--- src/rtl/tsm_pkg.sv ---
// ----------------------------------------------------------------------------
// tsm_pkg - shared types and constants for the touch sample settle and map block
// Item layouts, register indexes, status codes and reset values.
// ----------------------------------------------------------------------------
package tsm_pkg;

	localparam int DEF_RING_SIZE   = 4;
	localparam int DEF_MAX_RETRIES = 16;
	localparam int MAX_DIFF        = 4;
	localparam int FULL_SCALE      = 4096;

	localparam int READING_W   = 12;
	localparam int PIX_W       = 12;
	localparam int CFG_W       = 13;
	localparam int ORIENT_W    = 3;
	localparam int CFG_INDEX_W = 3;
	localparam int QUEUE_DEPTH = 2;

	// mapping divider: |raw - low| (13 bits) times size (13 bits)
	localparam int MAP_DIV_W = 2 * CFG_W;

	// result status codes
	localparam logic [1:0] ST_X_UNSETTLED = 2'd0;
	localparam logic [1:0] ST_Y_UNSETTLED = 2'd1;
	localparam logic [1:0] ST_PEN_UP      = 2'd2;
	localparam logic [1:0] ST_VALID       = 2'd3;

	// register indexes
	localparam logic [CFG_INDEX_W-1:0] REG_ORIENTATION    = 3'd0;
	localparam logic [CFG_INDEX_W-1:0] REG_DISPLAY_WIDTH  = 3'd1;
	localparam logic [CFG_INDEX_W-1:0] REG_DISPLAY_HEIGHT = 3'd2;
	localparam logic [CFG_INDEX_W-1:0] REG_CAL_LEFT       = 3'd3;
	localparam logic [CFG_INDEX_W-1:0] REG_CAL_RIGHT      = 3'd4;
	localparam logic [CFG_INDEX_W-1:0] REG_CAL_TOP        = 3'd5;
	localparam logic [CFG_INDEX_W-1:0] REG_CAL_BOTTOM     = 3'd6;

	// register reset values
	localparam logic [ORIENT_W-1:0] RST_ORIENTATION    = 3'd0;
	localparam logic [CFG_W-1:0]    RST_DISPLAY_WIDTH  = 13'd800;
	localparam logic [CFG_W-1:0]    RST_DISPLAY_HEIGHT = 13'd480;
	localparam logic [CFG_W-1:0]    RST_CAL_LEFT       = 13'd0;
	localparam logic [CFG_W-1:0]    RST_CAL_RIGHT      = 13'd4095;
	localparam logic [CFG_W-1:0]    RST_CAL_TOP        = 13'd0;
	localparam logic [CFG_W-1:0]    RST_CAL_BOTTOM     = 13'd4095;

	typedef struct packed {
		logic [READING_W-1:0] reading;
		logic                 channel;
		logic                 group_start;
		logic                 pen_down;
	} sample_t;

	typedef struct packed {
		logic [1:0]       status;
		logic [PIX_W-1:0] x_pixel;
		logic [PIX_W-1:0] y_pixel;
	} result_t;

	typedef struct packed {
		logic [ORIENT_W-1:0] orientation;
		logic [CFG_W-1:0]    display_width;
		logic [CFG_W-1:0]    display_height;
		logic [CFG_W-1:0]    cal_left;
		logic [CFG_W-1:0]    cal_right;
		logic [CFG_W-1:0]    cal_top;
		logic [CFG_W-1:0]    cal_bottom;
	} cfg_t;

	// work handed from the settle filter to the mapper
	typedef struct packed {
		logic                 is_map;
		logic [1:0]           status;
		logic [READING_W-1:0] tx;
		logic [READING_W-1:0] ty;
	} job_t;

endpackage

--- src/rtl/tsm_front.sv ---
// ----------------------------------------------------------------------------
// tsm_front - settle filter
// Keeps the ring of readings per channel group, averages it with a reciprocal
// multiply by the ring size, checks the spread and hands jobs to the queue.
// ----------------------------------------------------------------------------
module tsm_front #(
	parameter int RING_SIZE   = tsm_pkg::DEF_RING_SIZE,
	parameter int MAX_RETRIES = tsm_pkg::DEF_MAX_RETRIES
) (
	input  logic             clk,
	input  logic             arst_n,
	input  logic             sample_valid,
	output logic             sample_ready,
	input  tsm_pkg::sample_t sample,
	output logic             push,
	output tsm_pkg::job_t    job,
	input  logic             full
);

	localparam int RW      = tsm_pkg::READING_W;
	localparam int IDX_W   = $clog2(RING_SIZE);
	localparam int FILL_W  = $clog2(RING_SIZE + 1);
	localparam int SUM_W   = RW + $clog2(RING_SIZE);
	localparam int RETRY_W = $clog2(MAX_RETRIES + 1);
	localparam int REC_S   = SUM_W + $clog2(RING_SIZE);
	localparam int PROD_W  = 2 * SUM_W + 1;
	// reciprocal of the ring size, exact for every sum that fits SUM_W bits
	localparam longint REC_ML = ((longint'(1) << REC_S) + longint'(RING_SIZE) - 1)
		/ longint'(RING_SIZE);
	localparam logic [SUM_W:0] REC_M = (SUM_W + 1)'(REC_ML);

	typedef enum logic [1:0] {F_IDLE, F_DIV, F_CHECK, F_EMIT} fstate_t;

	fstate_t             state_q;
	logic [RW-1:0]       ring_q [RING_SIZE];
	logic [SUM_W-1:0]    sum_q;
	logic [FILL_W-1:0]   fill_q;
	logic [IDX_W-1:0]    slot_q;
	logic [RETRY_W-1:0]  retry_q;
	logic [RW-1:0]       settled_x_q;
	logic                grp_chan_q;
	logic                grp_active_q;
	logic                x_ready_q;
	logic                pen_q;
	logic [SUM_W-1:0]    div_q;
	tsm_pkg::job_t       job_q;

	logic                accept;
	logic                act_eff;
	logic                chan_eff;
	logic                take;
	logic [FILL_W-1:0]   fill_eff;
	logic [SUM_W-1:0]    sum_eff;
	logic [RETRY_W-1:0]  retry_eff;
	logic                filling;
	logic [FILL_W-1:0]   fill_inc;
	logic [RETRY_W-1:0]  retry_inc;
	logic [IDX_W-1:0]    wr_idx;
	logic [IDX_W-1:0]    slot_next;
	logic [SUM_W-1:0]    sum_new;
	logic                failed;
	logic                need_check;
	logic [PROD_W-1:0]   quot_prod;
	logic [RW-1:0]       avg;
	logic                unsettled;

	assign sample_ready = (state_q == F_IDLE);
	assign accept       = sample_valid && sample_ready;
	assign push         = (state_q == F_EMIT) && !full;
	assign job          = job_q;

	// a group start resets the group before the reading is looked at
	always_comb begin
		act_eff   = sample.group_start ? (!sample.channel || x_ready_q) : grp_active_q;
		chan_eff  = sample.group_start ? sample.channel : grp_chan_q;
		fill_eff  = sample.group_start ? '0 : fill_q;
		sum_eff   = sample.group_start ? '0 : sum_q;
		retry_eff = sample.group_start ? '0 : retry_q;
		take      = act_eff && (sample.channel == chan_eff);
		filling   = fill_eff < FILL_W'(RING_SIZE);
		fill_inc  = fill_eff + FILL_W'(1);
		retry_inc = retry_eff + RETRY_W'(1);
		wr_idx    = filling ? fill_eff[IDX_W-1:0] : slot_q;
		slot_next = (slot_q == IDX_W'(RING_SIZE - 1)) ? '0 : slot_q + IDX_W'(1);
		sum_new   = sum_eff + SUM_W'(sample.reading)
			- (filling ? SUM_W'(0) : SUM_W'(ring_q[slot_q]));
		failed     = !filling && (retry_inc >= RETRY_W'(MAX_RETRIES));
		need_check = filling ? (fill_inc == FILL_W'(RING_SIZE)) : !failed;
	end

	// average of the ring: sum times the reciprocal, top bits kept
	assign quot_prod = PROD_W'(div_q) * PROD_W'(REC_M);
	assign avg       = div_q[RW-1:0];

	always_comb begin : p_spread
		logic [RW-1:0] dif;
		unsettled = 1'b0;
		dif       = '0;
		for (int i = 0; i < RING_SIZE; i++) begin
			dif = (avg > ring_q[i]) ? avg - ring_q[i] : ring_q[i] - avg;
			if (dif >= RW'(tsm_pkg::MAX_DIFF)) begin
				unsettled = 1'b1;
			end
		end
	end

	always_ff @(posedge clk) begin
		if (accept && take) begin
			ring_q[wr_idx] <= sample.reading;
		end
	end

	always_ff @(posedge clk or negedge arst_n) begin
		if (!arst_n) begin
			state_q      <= F_IDLE;
			sum_q        <= '0;
			fill_q       <= '0;
			slot_q       <= '0;
			retry_q      <= '0;
			settled_x_q  <= '0;
			grp_chan_q   <= 1'b0;
			grp_active_q <= 1'b0;
			x_ready_q    <= 1'b0;
			pen_q        <= 1'b0;
			div_q        <= '0;
			job_q        <= '0;
		end else begin
			unique case (state_q)
				F_IDLE: begin
					if (accept) begin
						if (sample.group_start) begin
							grp_chan_q   <= sample.channel;
							grp_active_q <= act_eff;
							if (!sample.channel) begin
								x_ready_q <= 1'b0;
							end
						end
						if (take) begin
							sum_q   <= sum_new;
							fill_q  <= filling ? fill_inc : fill_eff;
							retry_q <= filling ? retry_eff : retry_inc;
							slot_q  <= (filling && sample.group_start) ? '0 :
								(filling ? slot_q : slot_next);
							if (failed) begin
								grp_active_q <= 1'b0;
								if (!chan_eff) begin
									x_ready_q <= 1'b0;
								end
								job_q.is_map <= 1'b0;
								job_q.status <= chan_eff ? tsm_pkg::ST_Y_UNSETTLED :
									tsm_pkg::ST_X_UNSETTLED;
								job_q.tx     <= '0;
								job_q.ty     <= '0;
								state_q      <= F_EMIT;
							end else if (need_check) begin
								pen_q   <= sample.pen_down;
								div_q   <= sum_new;
								state_q <= F_DIV;
							end
						end else if (sample.group_start) begin
							sum_q   <= '0;
							fill_q  <= '0;
							slot_q  <= '0;
							retry_q <= '0;
						end
					end
				end
				F_DIV: begin
					div_q   <= SUM_W'(quot_prod[REC_S +: RW]);
					state_q <= F_CHECK;
				end
				F_CHECK: begin
					if (unsettled) begin
						state_q <= F_IDLE;
					end else begin
						grp_active_q <= 1'b0;
						if (!grp_chan_q) begin
							settled_x_q <= avg;
							x_ready_q   <= 1'b1;
							state_q     <= F_IDLE;
						end else begin
							x_ready_q    <= 1'b0;
							job_q.is_map <= pen_q;
							job_q.status <= pen_q ? tsm_pkg::ST_VALID : tsm_pkg::ST_PEN_UP;
							job_q.tx     <= settled_x_q;
							job_q.ty     <= avg;
							state_q      <= F_EMIT;
						end
					end
				end
				F_EMIT: begin
					if (!full) begin
						state_q <= F_IDLE;
					end
				end
				default: begin
					state_q <= F_IDLE;
				end
			endcase
		end
	end

	a_fill_bound: assert property (@(posedge clk) disable iff (!arst_n)
		fill_q <= FILL_W'(RING_SIZE))
		else $error("ring fill count beyond ring size");

	a_retry_bound: assert property (@(posedge clk) disable iff (!arst_n)
		retry_q <= RETRY_W'(MAX_RETRIES))
		else $error("retry count beyond limit");

	a_x_group_not_ready: assert property (@(posedge clk) disable iff (!arst_n)
		!(x_ready_q && grp_active_q && !grp_chan_q))
		else $error("settled x flagged while an x group is still open");

endmodule

--- src/rtl/tsm_queue.sv ---
// ----------------------------------------------------------------------------
// tsm_queue - job queue
// Short first-in first-out store between the settle filter and the mapper.
// ----------------------------------------------------------------------------
module tsm_queue (
	input  logic          clk,
	input  logic          arst_n,
	input  logic          push,
	input  tsm_pkg::job_t push_job,
	output logic          full,
	input  logic          pop,
	output tsm_pkg::job_t head,
	output logic          empty
);

	localparam int DEPTH = tsm_pkg::QUEUE_DEPTH;
	localparam int PTR_W = $clog2(DEPTH);
	localparam int CNT_W = $clog2(DEPTH + 1);

	tsm_pkg::job_t    mem_q [DEPTH];
	logic [PTR_W-1:0] wr_q;
	logic [PTR_W-1:0] rd_q;
	logic [CNT_W-1:0] count_q;
	logic             do_push;
	logic             do_pop;

	assign full    = (count_q == CNT_W'(DEPTH));
	assign empty   = (count_q == '0);
	assign head    = mem_q[rd_q];
	assign do_push = push && !full;
	assign do_pop  = pop && !empty;

	always_ff @(posedge clk) begin
		if (do_push) begin
			mem_q[wr_q] <= push_job;
		end
	end

	always_ff @(posedge clk or negedge arst_n) begin
		if (!arst_n) begin
			wr_q    <= '0;
			rd_q    <= '0;
			count_q <= '0;
		end else begin
			if (do_push) begin
				wr_q <= (wr_q == PTR_W'(DEPTH - 1)) ? '0 : wr_q + PTR_W'(1);
			end
			if (do_pop) begin
				rd_q <= (rd_q == PTR_W'(DEPTH - 1)) ? '0 : rd_q + PTR_W'(1);
			end
			if (do_push && !do_pop) begin
				count_q <= count_q + CNT_W'(1);
			end else if (do_pop && !do_push) begin
				count_q <= count_q - CNT_W'(1);
			end
		end
	end

	a_no_push_when_full: assert property (@(posedge clk) disable iff (!arst_n)
		!(push && full))
		else $error("job pushed into a full queue");

endmodule

--- src/rtl/tsm_back.sv ---
// ----------------------------------------------------------------------------
// tsm_back - coordinate mapper
// Applies orientation, scales each axis through one shared multiplier and
// serial divider, clamps to the display and holds the result item.
// ----------------------------------------------------------------------------
module tsm_back (
	input  logic             clk,
	input  logic             arst_n,
	input  tsm_pkg::cfg_t    cfg,
	input  logic             q_empty,
	input  tsm_pkg::job_t    q_head,
	output logic             q_pop,
	output logic             result_valid,
	input  logic             result_ready,
	output tsm_pkg::result_t result
);

	localparam int CW    = tsm_pkg::CFG_W;
	localparam int RW    = tsm_pkg::READING_W;
	localparam int PW    = tsm_pkg::PIX_W;
	localparam int DW    = tsm_pkg::MAP_DIV_W;
	localparam int CNT_W = $clog2(DW);

	typedef enum logic [2:0] {B_IDLE, B_MUL, B_DIV, B_CLAMP, B_OUT} bstate_t;

	bstate_t          state_q;
	logic             axis_q;
	logic [CNT_W-1:0] cnt_q;
	logic [CW-1:0]    vx_q;
	logic [CW-1:0]    vy_q;
	logic [DW-1:0]    dq_q;
	logic [CW-1:0]    rem_q;
	logic [CW-1:0]    divisor_q;
	logic             zero_q;
	logic [CW-1:0]    bound_q;
	logic [PW-1:0]    pix_x_q;
	logic [PW-1:0]    pix_y_q;
	logic [1:0]       st_q;
	logic             result_valid_q;
	tsm_pkg::result_t result_q;

	logic [RW-1:0]    pick_a;
	logic [RW-1:0]    pick_b;
	logic [CW-1:0]    ori_x;
	logic [CW-1:0]    ori_y;
	logic [CW-1:0]    sel_val;
	logic [CW-1:0]    sel_lo;
	logic [CW-1:0]    sel_hi;
	logic [CW-1:0]    sel_size;
	logic [CW:0]      diff;
	logic [CW:0]      diff_neg;
	logic [CW:0]      span;
	logic [CW:0]      span_neg;
	logic [CW-1:0]    diff_mag;
	logic [CW-1:0]    span_mag;
	logic [DW-1:0]    prod;
	logic [CW:0]      rem_sh;
	logic [CW:0]      rem_sub;
	logic             rem_ge;
	logic [PW-1:0]    clamp_pix;
	logic             out_free;

	assign q_pop        = (state_q == B_IDLE) && !q_empty;
	assign out_free     = !result_valid_q || result_ready;
	assign result_valid = result_valid_q;
	assign result       = result_q;

	// orientation: optional axis swap, then reversal about full scale
	always_comb begin
		pick_a = cfg.orientation[0] ? q_head.ty : q_head.tx;
		pick_b = cfg.orientation[0] ? q_head.tx : q_head.ty;
		ori_x  = cfg.orientation[1] ? CW'(tsm_pkg::FULL_SCALE) - CW'(pick_a) : CW'(pick_a);
		ori_y  = cfg.orientation[2] ? CW'(tsm_pkg::FULL_SCALE) - CW'(pick_b) : CW'(pick_b);
	end

	always_comb begin
		sel_val  = axis_q ? vy_q : vx_q;
		sel_lo   = axis_q ? cfg.cal_top : cfg.cal_left;
		sel_hi   = axis_q ? cfg.cal_bottom : cfg.cal_right;
		sel_size = axis_q ? cfg.display_height : cfg.display_width;
		diff     = {1'b0, sel_val} - {1'b0, sel_lo};
		span     = {1'b0, sel_hi} - {1'b0, sel_lo};
		diff_neg = '0 - diff;
		span_neg = '0 - span;
		diff_mag = diff[CW] ? diff_neg[CW-1:0] : diff[CW-1:0];
		span_mag = span[CW] ? span_neg[CW-1:0] : span[CW-1:0];
		prod     = DW'(diff_mag) * DW'(sel_size);
	end

	assign rem_sh  = {rem_q, dq_q[DW-1]};
	assign rem_sub = rem_sh - {1'b0, divisor_q};
	assign rem_ge  = rem_sh >= {1'b0, divisor_q};

	// negative quotient, zero span or zero size all land on pixel zero
	assign clamp_pix = zero_q ? '0 :
		(dq_q >= DW'(bound_q)) ? PW'(bound_q - CW'(1)) : dq_q[PW-1:0];

	always_ff @(posedge clk) begin
		unique case (state_q)
			B_IDLE: begin
				vx_q <= ori_x;
				vy_q <= ori_y;
			end
			B_MUL: begin
				dq_q      <= prod;
				rem_q     <= '0;
				divisor_q <= span_mag;
				zero_q    <= (span == '0) || (sel_size == '0) || (diff[CW] ^ span[CW]);
				bound_q   <= (sel_size > CW'(tsm_pkg::FULL_SCALE)) ?
					CW'(tsm_pkg::FULL_SCALE) : sel_size;
			end
			B_DIV: begin
				rem_q <= rem_ge ? rem_sub[CW-1:0] : rem_sh[CW-1:0];
				dq_q  <= {dq_q[DW-2:0], rem_ge};
			end
			B_CLAMP: begin
				if (axis_q) begin
					pix_y_q <= clamp_pix;
				end else begin
					pix_x_q <= clamp_pix;
				end
			end
			B_OUT: begin
			end
			default: begin
			end
		endcase
	end

	always_ff @(posedge clk or negedge arst_n) begin
		if (!arst_n) begin
			state_q        <= B_IDLE;
			axis_q         <= 1'b0;
			cnt_q          <= '0;
			st_q           <= '0;
			result_valid_q <= 1'b0;
			result_q       <= '0;
		end else begin
			if (result_valid_q && result_ready) begin
				result_valid_q <= 1'b0;
			end
			unique case (state_q)
				B_IDLE: begin
					if (!q_empty) begin
						st_q   <= q_head.status;
						axis_q <= 1'b0;
						state_q <= q_head.is_map ? B_MUL : B_OUT;
					end
				end
				B_MUL: begin
					cnt_q   <= '0;
					state_q <= B_DIV;
				end
				B_DIV: begin
					cnt_q <= cnt_q + CNT_W'(1);
					if (cnt_q == CNT_W'(DW - 1)) begin
						state_q <= B_CLAMP;
					end
				end
				B_CLAMP: begin
					axis_q  <= 1'b1;
					state_q <= axis_q ? B_OUT : B_MUL;
				end
				B_OUT: begin
					if (out_free) begin
						result_valid_q  <= 1'b1;
						result_q.status <= st_q;
						result_q.x_pixel <= (st_q == tsm_pkg::ST_VALID) ? pix_x_q : '0;
						result_q.y_pixel <= (st_q == tsm_pkg::ST_VALID) ? pix_y_q : '0;
						state_q <= B_IDLE;
					end
				end
				default: begin
					state_q <= B_IDLE;
				end
			endcase
		end
	end

endmodule

--- src/rtl/touch_sample_settle_and_map.sv ---
// ----------------------------------------------------------------------------
// touch_sample_settle_and_map - resistive touch settle filter and pixel mapper
// A reading that is ignored or only fills the ring does not hold the input. A
// reading that triggers a spread check holds the input through the reciprocal
// multiply that averages the ring and the spread check, then, if it yields a
// job, until the job is handed over, which waits while the job queue is full.
// A status item goes from the queue head straight to the mapper's output
// state; a coordinate pair is scaled one axis after the other in the shared
// multiplier and 26-step divider, which works while the filter keeps taking
// readings through a two-entry job queue. Registers may be written at any
// time the block is idle; the register port never stalls.
// ----------------------------------------------------------------------------
module touch_sample_settle_and_map #(
	parameter int RING_SIZE   = tsm_pkg::DEF_RING_SIZE,
	parameter int MAX_RETRIES = tsm_pkg::DEF_MAX_RETRIES
) (
	input  logic                              clk,
	input  logic                              arst_n,
	input  logic                              sample_valid,
	output logic                              sample_ready,
	input  tsm_pkg::sample_t                  sample,
	output logic                              result_valid,
	input  logic                              result_ready,
	output tsm_pkg::result_t                  result,
	input  logic                              cfg_valid,
	output logic                              cfg_ready,
	input  logic [tsm_pkg::CFG_INDEX_W-1:0]   cfg_index,
	input  logic [tsm_pkg::CFG_W-1:0]         cfg_data
);

	tsm_pkg::cfg_t cfg_q;
	tsm_pkg::job_t front_job;
	tsm_pkg::job_t q_head;
	logic          front_push;
	logic          q_full;
	logic          q_empty;
	logic          q_pop;

	assign cfg_ready = 1'b1;

	always_ff @(posedge clk or negedge arst_n) begin
		if (!arst_n) begin
			cfg_q.orientation    <= tsm_pkg::RST_ORIENTATION;
			cfg_q.display_width  <= tsm_pkg::RST_DISPLAY_WIDTH;
			cfg_q.display_height <= tsm_pkg::RST_DISPLAY_HEIGHT;
			cfg_q.cal_left       <= tsm_pkg::RST_CAL_LEFT;
			cfg_q.cal_right      <= tsm_pkg::RST_CAL_RIGHT;
			cfg_q.cal_top        <= tsm_pkg::RST_CAL_TOP;
			cfg_q.cal_bottom     <= tsm_pkg::RST_CAL_BOTTOM;
		end else if (cfg_valid && cfg_ready) begin
			unique case (cfg_index)
				tsm_pkg::REG_ORIENTATION:
					cfg_q.orientation <= cfg_data[tsm_pkg::ORIENT_W-1:0];
				tsm_pkg::REG_DISPLAY_WIDTH:  cfg_q.display_width  <= cfg_data;
				tsm_pkg::REG_DISPLAY_HEIGHT: cfg_q.display_height <= cfg_data;
				tsm_pkg::REG_CAL_LEFT:       cfg_q.cal_left       <= cfg_data;
				tsm_pkg::REG_CAL_RIGHT:      cfg_q.cal_right      <= cfg_data;
				tsm_pkg::REG_CAL_TOP:        cfg_q.cal_top        <= cfg_data;
				tsm_pkg::REG_CAL_BOTTOM:     cfg_q.cal_bottom     <= cfg_data;
				default: begin
				end
			endcase
		end
	end

	tsm_front #(
		.RING_SIZE   (RING_SIZE),
		.MAX_RETRIES (MAX_RETRIES)
	) u_front (
		.clk          (clk),
		.arst_n       (arst_n),
		.sample_valid (sample_valid),
		.sample_ready (sample_ready),
		.sample       (sample),
		.push         (front_push),
		.job          (front_job),
		.full         (q_full)
	);

	tsm_queue u_queue (
		.clk      (clk),
		.arst_n   (arst_n),
		.push     (front_push),
		.push_job (front_job),
		.full     (q_full),
		.pop      (q_pop),
		.head     (q_head),
		.empty    (q_empty)
	);

	tsm_back u_back (
		.clk          (clk),
		.arst_n       (arst_n),
		.cfg          (cfg_q),
		.q_empty      (q_empty),
		.q_head       (q_head),
		.q_pop        (q_pop),
		.result_valid (result_valid),
		.result_ready (result_ready),
		.result       (result)
	);

endmodule

--- config.mk ---
export PLATFORM = sky130hd
export DESIGN_NAME = touch_sample_settle_and_map
export DESIGN_NICKNAME = d
export VERILOG_FILES = /design/src/rtl/tsm_pkg.sv /design/src/rtl/tsm_front.sv /design/src/rtl/tsm_queue.sv /design/src/rtl/tsm_back.sv /design/src/rtl/touch_sample_settle_and_map.sv
export SDC_FILE = /design/constraint.sdc
export NUM_CORES = 1
export LEC_CHECK = 0
export BUFFER_PORTS_ARGS = -buffer_cell sky130_fd_sc_hd__buf_2
export CAP_MARGIN = 0
export CORE_MARGIN = 3
export CORE_UTILIZATION = 49
export CTS_CLUSTER_SIZE = 10
export DETAILED_ROUTE_END_ITERATION = 6
export GPL_ROUTABILITY_DRIVEN = 0
export GPL_TIMING_DRIVEN = 0
export PLACE_DENSITY_LB_ADDON = 0.2
export SLEW_MARGIN = 40
export SYNTH_ARGS = -nofsm -noshare
export SYNTH_HDL_FRONTEND = slang
export SYNTH_SLANG_ARGS = --single-unit
--- constraint.sdc ---
create_clock -name clk -period 12.5 [get_ports clk]
set_input_delay 2.5 -clock clk [delete_from_list [all_inputs] [get_ports clk]]
set_output_delay 2.5 -clock clk [all_outputs]
set_load 0.005 [all_outputs]
* Word level (Yosys, flattened, before mapping)
Memories as Yosys holds them, arrays and structs flattened. Cells that the tools add are included.
Storage, ports and cells: bits in writable memories 102, logic and storage cells 280, flip-flop bits (word level) 322, memories kept 2
Operators by class: multiply operators 1, mux-type cells 99, equality and inequality tests 32, reductions and logical operators 57, $lt $le $gt $ge 13, $add $sub $neg 26, bitwise operators 6
Memory list:
- u_queue.mem_q | words 2, width 27, rd ports 1, clocked after Yosys merged registers in 0, write ports 1, RTL line tsm_queue.sv:20 | tsm_pkg::job_t mem_q [DEPTH];
- u_front.ring_q | words 4, width 12, rd ports 5, clocked after Yosys merged registers in 0, write ports 1, RTL line tsm_front.sv:35 | logic [RW-1:0] ring_q [RING_SIZE];
Operators with widths (count):
- 2-to-1 mux 12 bit | 13
- 2-to-1 mux 27 bit | 5
- subtractor 12 bit | 8
- 2-to-1 mux 13 bit | 7
- 2-to-1 mux 14 bit | 6
- case mux 27 bit (2 select lines) | 1
- case mux 26 bit (2 select lines) | 1
- >= comparator 12 x 3 -> 1 bit (second input constant) | 4
- > comparator 12 bit | 4
- 2-to-1 mux 1 bit | 32
- 2-to-1 mux 2 bit | 15
- case mux 14 bit (2 select lines) | 1
- subtractor 13 x 13 -> 14 bit | 2
- >= comparator 26 x 13 -> 1 bit | 1
- multiplier 13 x 13 -> 26 bit | 1
- case mux 13 bit (2 select lines) | 1
- AND reduction 2 bit | 13
- subtractor 1 x 13 -> 13 bit (first input constant) | 2
- subtractor 13 x 12 -> 13 bit (first input constant) | 2
- 2-to-1 mux 3 bit | 8
- inequality test 2 bit (second input constant) | 8
- equality test 3 bit (second input constant) | 5
- 2-to-1 mux 5 bit | 3
- case mux 3 bit (5 select lines) | 1
- other kinds (38) | 90

* Depth between registers and ports, before layout
word-level depth 11, gate-level depth with buffers 40, mapped depth without buffers 35

* Modules after synthesis
A second synthesis with hierarchy kept.
Second synthesis, totals: cell total of the unflattened synthesis 3247, area total of the unflattened synthesis 32748.9 µm²
By module, submodules not included:
- tsm_back | area each 15773.9 µm², times used 1, seq. area each 4434.3 µm², cells an instance 1693
- tsm_front | area each 11621.1 µm², times used 1, seq. area each 3518.4 µm², cells an instance 1274
- touch_sample_settle_and_map | area each 3109.2 µm², times used 1, seq. area each 2065.7 µm², cells an instance 177
- tsm_queue | area each 2244.7 µm², times used 1, seq. area each 1721.7 µm², cells an instance 103

* Worst setup path before layout
Ideal clock, no wire load.
path kind flip-flop to flip-flop, start register u_back.axis_q, end register u_back.dq_q[25] (data pin), data required time 12.226 ns, path buffers 5, cell stages (with the launch flop) 39, data arrival time 9.585 ns, clock period less this slack 9.860 ns, path slack 2.640 ns, cell sequence dfrtp_1 > clkbuf_1 > buf_1 > clkbuf_1 > buf_1 > mux2i_1 > ha_1 > nor2b_1 > o21a_1 > o21ai_0 > a21oi_1 > a41o_1 > o41ai_1 > o21bai_1 > a21oi_1 > clkbuf_1 > o21ai_0 > xor2_1 > [... 3 more ...] > fa_1 > inv_1 > fa_1 > fa_1 > inv_1 > fa_1 > inv_1 > ha_1 > a21oi_1 > nand2_1 > a21oi_1 > o31a_1 > o21ai_0 > a41o_1 > o21ai_0 > a21boi_0 > o21ai_0 > a31oi_1
On the way: cells in the longest elaborated chain, start to end 6, elaborated cells on any way between the ends 8, classes of those cells add/sub: 2; mul: 1; mux: 5
Ends and longest elaborated chain:
- from (decl) | RTL line tsm_back.sv:27 | logic axis_q;
- from (signal assigned) | RTL line tsm_back.sv:133 | axis_q <= 1'b0;
- from (signal assigned) | RTL line tsm_back.sv:146 | axis_q <= 1'b0;
- from (signal assigned) | RTL line tsm_back.sv:161 | axis_q <= 1'b1;
- 2-to-1 mux 13 bit (on tied branches) | RTL line tsm_back.sv:77, tsm_back.sv:78
- subtractor 13 x 13 -> 14 bit | RTL line tsm_back.sv:81 | diff = {1'b0, sel_val} - {1'b0, sel_lo};
- subtractor 1 x 13 -> 13 bit | RTL line tsm_back.sv:83 | diff_neg = '0 - diff;
- 2-to-1 mux 13 bit | RTL line tsm_back.sv:85 | diff_mag = diff[CW] ? diff_neg[CW-1:0] : diff[CW-1:0];
- multiplier 13 x 13 -> 26 bit * | RTL line tsm_back.sv:87 | prod = DW'(diff_mag) * DW'(sel_size);
- case mux 26 bit (2 select lines) * | RTL line tsm_back.sv:99 | unique case (state_q)
- to (signal assigned) | RTL line tsm_back.sv:105 | dq_q <= prod;
- to (signal assigned) | RTL line tsm_back.sv:114 | dq_q <= {dq_q[DW-2:0], rem_ge};
- to (decl) | RTL line tsm_back.sv:31 | logic [DW-1:0] dq_q;
Every way passes the cells marked *; elsewhere a longest branch is shown, timed or not. A chain may end at the register's enable or synchronous reset.

* Worst setup path after layout
Same ends and word-level chain as after synthesis.

==> impl_summary.txt <==
----------------------------------------------------
[Run status]
  Result of the run ... complete, no violations

[Critical path]
  Register-to-Register Path Depth ... 38
  Delay contributed by the slowest stage of the critical path ... 0.61 ns
  Worst setup path category ... flip-flop to flip-flop
  Crit. End Element ... flip-flop
  Reg2reg end ... u_back.dq_q[25]$_DFFE_PP_
  Worst endpoint required time ... 12.79 ns
  Critical-path maximum fanout ... 10
  CP Launch Type ... flip-flop
  Highest-delay cell along the critical path ... sky130_fd_sc_hd__buf_1
  Register-to-Register Setup Slack ... 0.78 ns
  Source of the worst register-to-register timing path ... u_back.axis_q$_DFFE_PN0P_
  CP arrival ... 12.01 ns

[GRT]
  Maximum number of pins on one net before global-route repair ... 63
  Number of antenna violations at the first check in global routing ... 0
  Overall fraction of global-route tracks in use ... 0.248
  Remaining global-route overflow ... 0
  Number of global-route vias before repair ... 24818
  First-pass GRT wire length ... 133000 um

[Clock tree]
  Library cell used as clock root buffer ... sky130_fd_sc_hd__clkbuf_16
  Number of clock buffers inserted by TritonCTS ... 51
  H-tree levels ... 2
  Clock tree from TritonCTS ... yes
  Number of resized instances in the post-cts repair step ... 0
  Count of clock tree sinks ... roughly 420
  Worst-skew pair later-pin latency ... roughly 0.59 ns
  Maximum count of clock buffers along a single path ... 3
  Total setup buffers inserted after CTS ... 0
  Clock-pin slew of the registers on the worst-case setup and hold paths ... 0.06 ns
  Count of hold-fix buffers inserted at cts ... 0

[Worst hold path]
  Hold endpoint ... u_back.result[16]$_DFFE_PN0P_
  Worst Min Path Start ... u_back.result[16]$_DFFE_PN0P_
  Worst Hold Path Cells ... 2
  Worst min path class ... flip-flop to flip-flop

[STA]
  Final period utilization ... 0.938
  Worst Tran Pin Value ... about 0.86 ns
  Worst-case headroom to the max-slew limit ... 0.428
  Clock Skew ... 0.0343 ns
  Setup violation total in the final timing report ... 0
  Final hold violations ... 0
  Fmax ... between 0.08 and 0.09 GHz
  Final critical-path setup slack ... 0.781 ns
  Minimum period implied by the final worst setup slack ... roughly 12 ns
  Max-slew violation count ... 0
  Unrepaired setup endpoints after global routing ... false
  Hold_ws ... 0.472 ns

[Synthesis]
  Synthesis Warnings ... 0
  Synth Net Count ... 3554
  Most instantiated flip-flop cell in the synthesis netlist ... sky130_fd_sc_hd__edfxtp_1
  Summed instance area of the synthesized netlist ... 31800 um^2
  FFs w/ async S/R, synth ... 0.486
  Syn_area_per_cell ... roughly 10 um^2
  Unique masters post-synth ... 96
  Cell count after synthesis ... 3132
  Flip-flop and latch count after synthesis ... roughly 420
  Seq/Total Area, Yosys ... 0.370
  Number of enable-type register cells in the synthesized netlist ... 218

[Final layout]
  Area growth from synthesis to layout ... 10.1%
  Share of post-route cells with drive strength above 1 ... 0.131
  Final Util ... 0.550
  Number of filler instances in the final layout ... 5601
  Post-layout net count ... between 3000 and 4000

[Route]
  Count of unresolved DRC violations after routing ... 0
  Routed WL per cell ... 20.1 um
  DRT antenna net count ... 0
  Total detailed-routing wirelength ... about 83000 um
  Number of vias in the routed layout ... between 20000 and 25000
  Violation count after the first detailed-routing iteration ... 1760
  Number of detailed-routing iterations run before antenna repair ... 5
  Routed via count divided by cell count ... around 5.8

[Placed design]
  HPWL reported at the end of detailed placement ... 64700 um
  Worst setup slack before clock tree synthesis ... 0.189 ns
  Count of buffers from port buffering ... 63

[Floorplanning]
  Number of rows created at floorplan ... 92
  Initial Utilization ... 0.500
  Number of primary I/O pins ... 65
  Die width ... about 260 um
  Core Area ... about 64000 um^2
  Height of the chip ... 261 um
  Die footprint ... 67900 um^2

[Run]
  Max capacitance violation total ... 0

----------------------------------------------------
==> how the worst max path moves through the flow <==
stage | startpoint | endpoint | slack, ns | cells after the start
2_1_floorplan | u_back.axis_q$_DFFE_PN0P_ | u_back.dq_q[25]$_DFFE_PP_ | 2.64 | 38
6_report | u_back.axis_q$_DFFE_PN0P_ | u_back.dq_q[25]$_DFFE_PP_ | 0.78 | 38
3_5_place_dp | u_back.axis_q$_DFFE_PN0P_ | u_back.dq_q[25]$_DFFE_PP_ | 0.19 | 38
5_1_grt | u_back.axis_q$_DFFE_PN0P_ | u_back.dq_q[25]$_DFFE_PP_ | 0.09 | 39
4_1_cts | u_back.axis_q$_DFFE_PN0P_ | u_back.dq_q[25]$_DFFE_PP_ | 0.18 | 38
3_3_place_gp | u_back.axis_q$_DFFE_PN0P_ | u_back.dq_q[25]$_DFFE_PP_ | -0.006 | 38
==> cell usage in the layout, fill, tap and decap left out, types with 34 or more instances in the layout <==
| cell | count |
|---|---|
| sky130_fd_sc_hd__o21ai_0 | 148 |
| sky130_fd_sc_hd__xnor2_1 | 106 |
| sky130_fd_sc_hd__xor2_1 | 37 |
| sky130_fd_sc_hd__mux4_2 | 36 |
| sky130_fd_sc_hd__inv_1 | 353 |
| sky130_fd_sc_hd__mux2i_1 | 59 |
| sky130_fd_sc_hd__edfxtp_1 | 218 |
| sky130_fd_sc_hd__nor3_1 | 56 |
| sky130_fd_sc_hd__nand2b_1 | 59 |
| sky130_fd_sc_hd__nor2b_1 | 38 |
| sky130_fd_sc_hd__nor2_1 | 276 |
| sky130_fd_sc_hd__buf_2 | 74 |
| sky130_fd_sc_hd__dfrtp_1 | 175 |
| sky130_fd_sc_hd__nand2_1 | 256 |
| sky130_fd_sc_hd__clkbuf_16 | 53 |
| sky130_fd_sc_hd__mux2_2 | 123 |
| sky130_fd_sc_hd__ha_1 | 242 |
| sky130_fd_sc_hd__nand3_1 | 34 |
| sky130_fd_sc_hd__clkbuf_1 | 119 |
| sky130_fd_sc_hd__a21oi_1 | 146 |
| sky130_fd_sc_hd__fa_1 | 144 |
==> area by class of cell <==
cell class / count / area, um^2 / area share
multi-input combinational: 2237 / 18300 / 0.523
sequential: 424 / 11700 / 0.336
clock buffer: 87 / 1520 / 0.0436
inverter: 355 / 1340 / 0.0382
tap: 846 / 1060 / 0.0303
buffer: 116 / 499 / 0.0143
timing repair buffer: 76 / 475 / 0.0136
clock inverter: 4 / 23.8 / 0.000680
antenna: 1 / 2.50 / 0.0000716
==> worst max-delay path, delay by kind of cell, from the launching register on <==
kind	cells	cell delay [ns]
AO/OA/AOI/OAI	17	4.00
adder cells (fa/ha/maj)	7	3.23
buffers and inverters	9	2.48
multiplexers	1	0.53
XOR/XNOR	1	0.52
AND/OR/NAND/NOR	3	0.35
flip-flops	1	0.32
==> kinds of logic after synthesis <==
kind of cell	after synthesis	share of synthesized area
and+or+nand+nor	894	0.134
muxes	230	0.0919
adders and majority gates	386	0.186
AOI/OAI and AO/OA	578	0.119
buffers and inverters	471	0.0575
xor gates and xnor gates	148	0.0408
DFF	424	0.370
other	1	0.000118
==> Yosys cell counts (40+ instances only) <==
cell type | number | area share
sky130_fd_sc_hd__inv_1 | 354 | 0.042
sky130_fd_sc_hd__nor2_1 | 280 | 0.033
sky130_fd_sc_hd__nand2_1 | 256 | 0.030
sky130_fd_sc_hd__ha_1 | 242 | 0.095
sky130_fd_sc_hd__edfxtp_1 | 218 | 0.21
sky130_fd_sc_hd__dfrtp_1 | 175 | 0.14
sky130_fd_sc_hd__o21ai_0 | 148 | 0.023
sky130_fd_sc_hd__a21oi_1 | 146 | 0.023
sky130_fd_sc_hd__fa_1 | 144 | 0.091
sky130_fd_sc_hd__mux2_2 | 123 | 0.044
sky130_fd_sc_hd__xnor2_1 | 108 | 0.030
sky130_fd_sc_hd__clkbuf_1 | 95 | 0.011
sky130_fd_sc_hd__mux2i_1 | 62 | 0.020
sky130_fd_sc_hd__nor3_1 | 60 | 0.0095
sky130_fd_sc_hd__nand2b_1 | 59 | 0.012
sky130_fd_sc_hd__xor2_1 | 40 | 0.011
==> routing by layer <==
layer	GRT usage	part of all wire	vias to the layer above
li1	-	-	11147
met4	0.0991	0.043	0
met1	0.294	0.40	11838
met2	0.454	0.51	692
met5	0	0	-
met3	0.0326	0.049	199
==> sequential cells by signal, indices dropped and copies added, names as in the netlist, 14 cells and up <==
register,flops
u_back.result,26
cfg_q,81
u_front.sum_q,14
u_front.div_q,14
u_back.dq_q,26
u_front.job,27
u_front.ring_q,48
u_queue.mem_q,54
==> stage by stage <==
stage / instance area (um^2) / TNS [ns] / instances
4_1_cts: 34900 / 0 / 4145
2_1_floorplan: 31800 / 0 / 3132
5_1_grt: 34900 / 0 / 4145
3_5_place_dp: 33400 / 0 / 4054
6_report: 34900 / 0 / 4146
3_3_place_gp: 33100 / -0.00635 / 4041
Power is not shown: default switching activity piles up to over one toggle a cycle in this logic, so the estimate is an artifact.
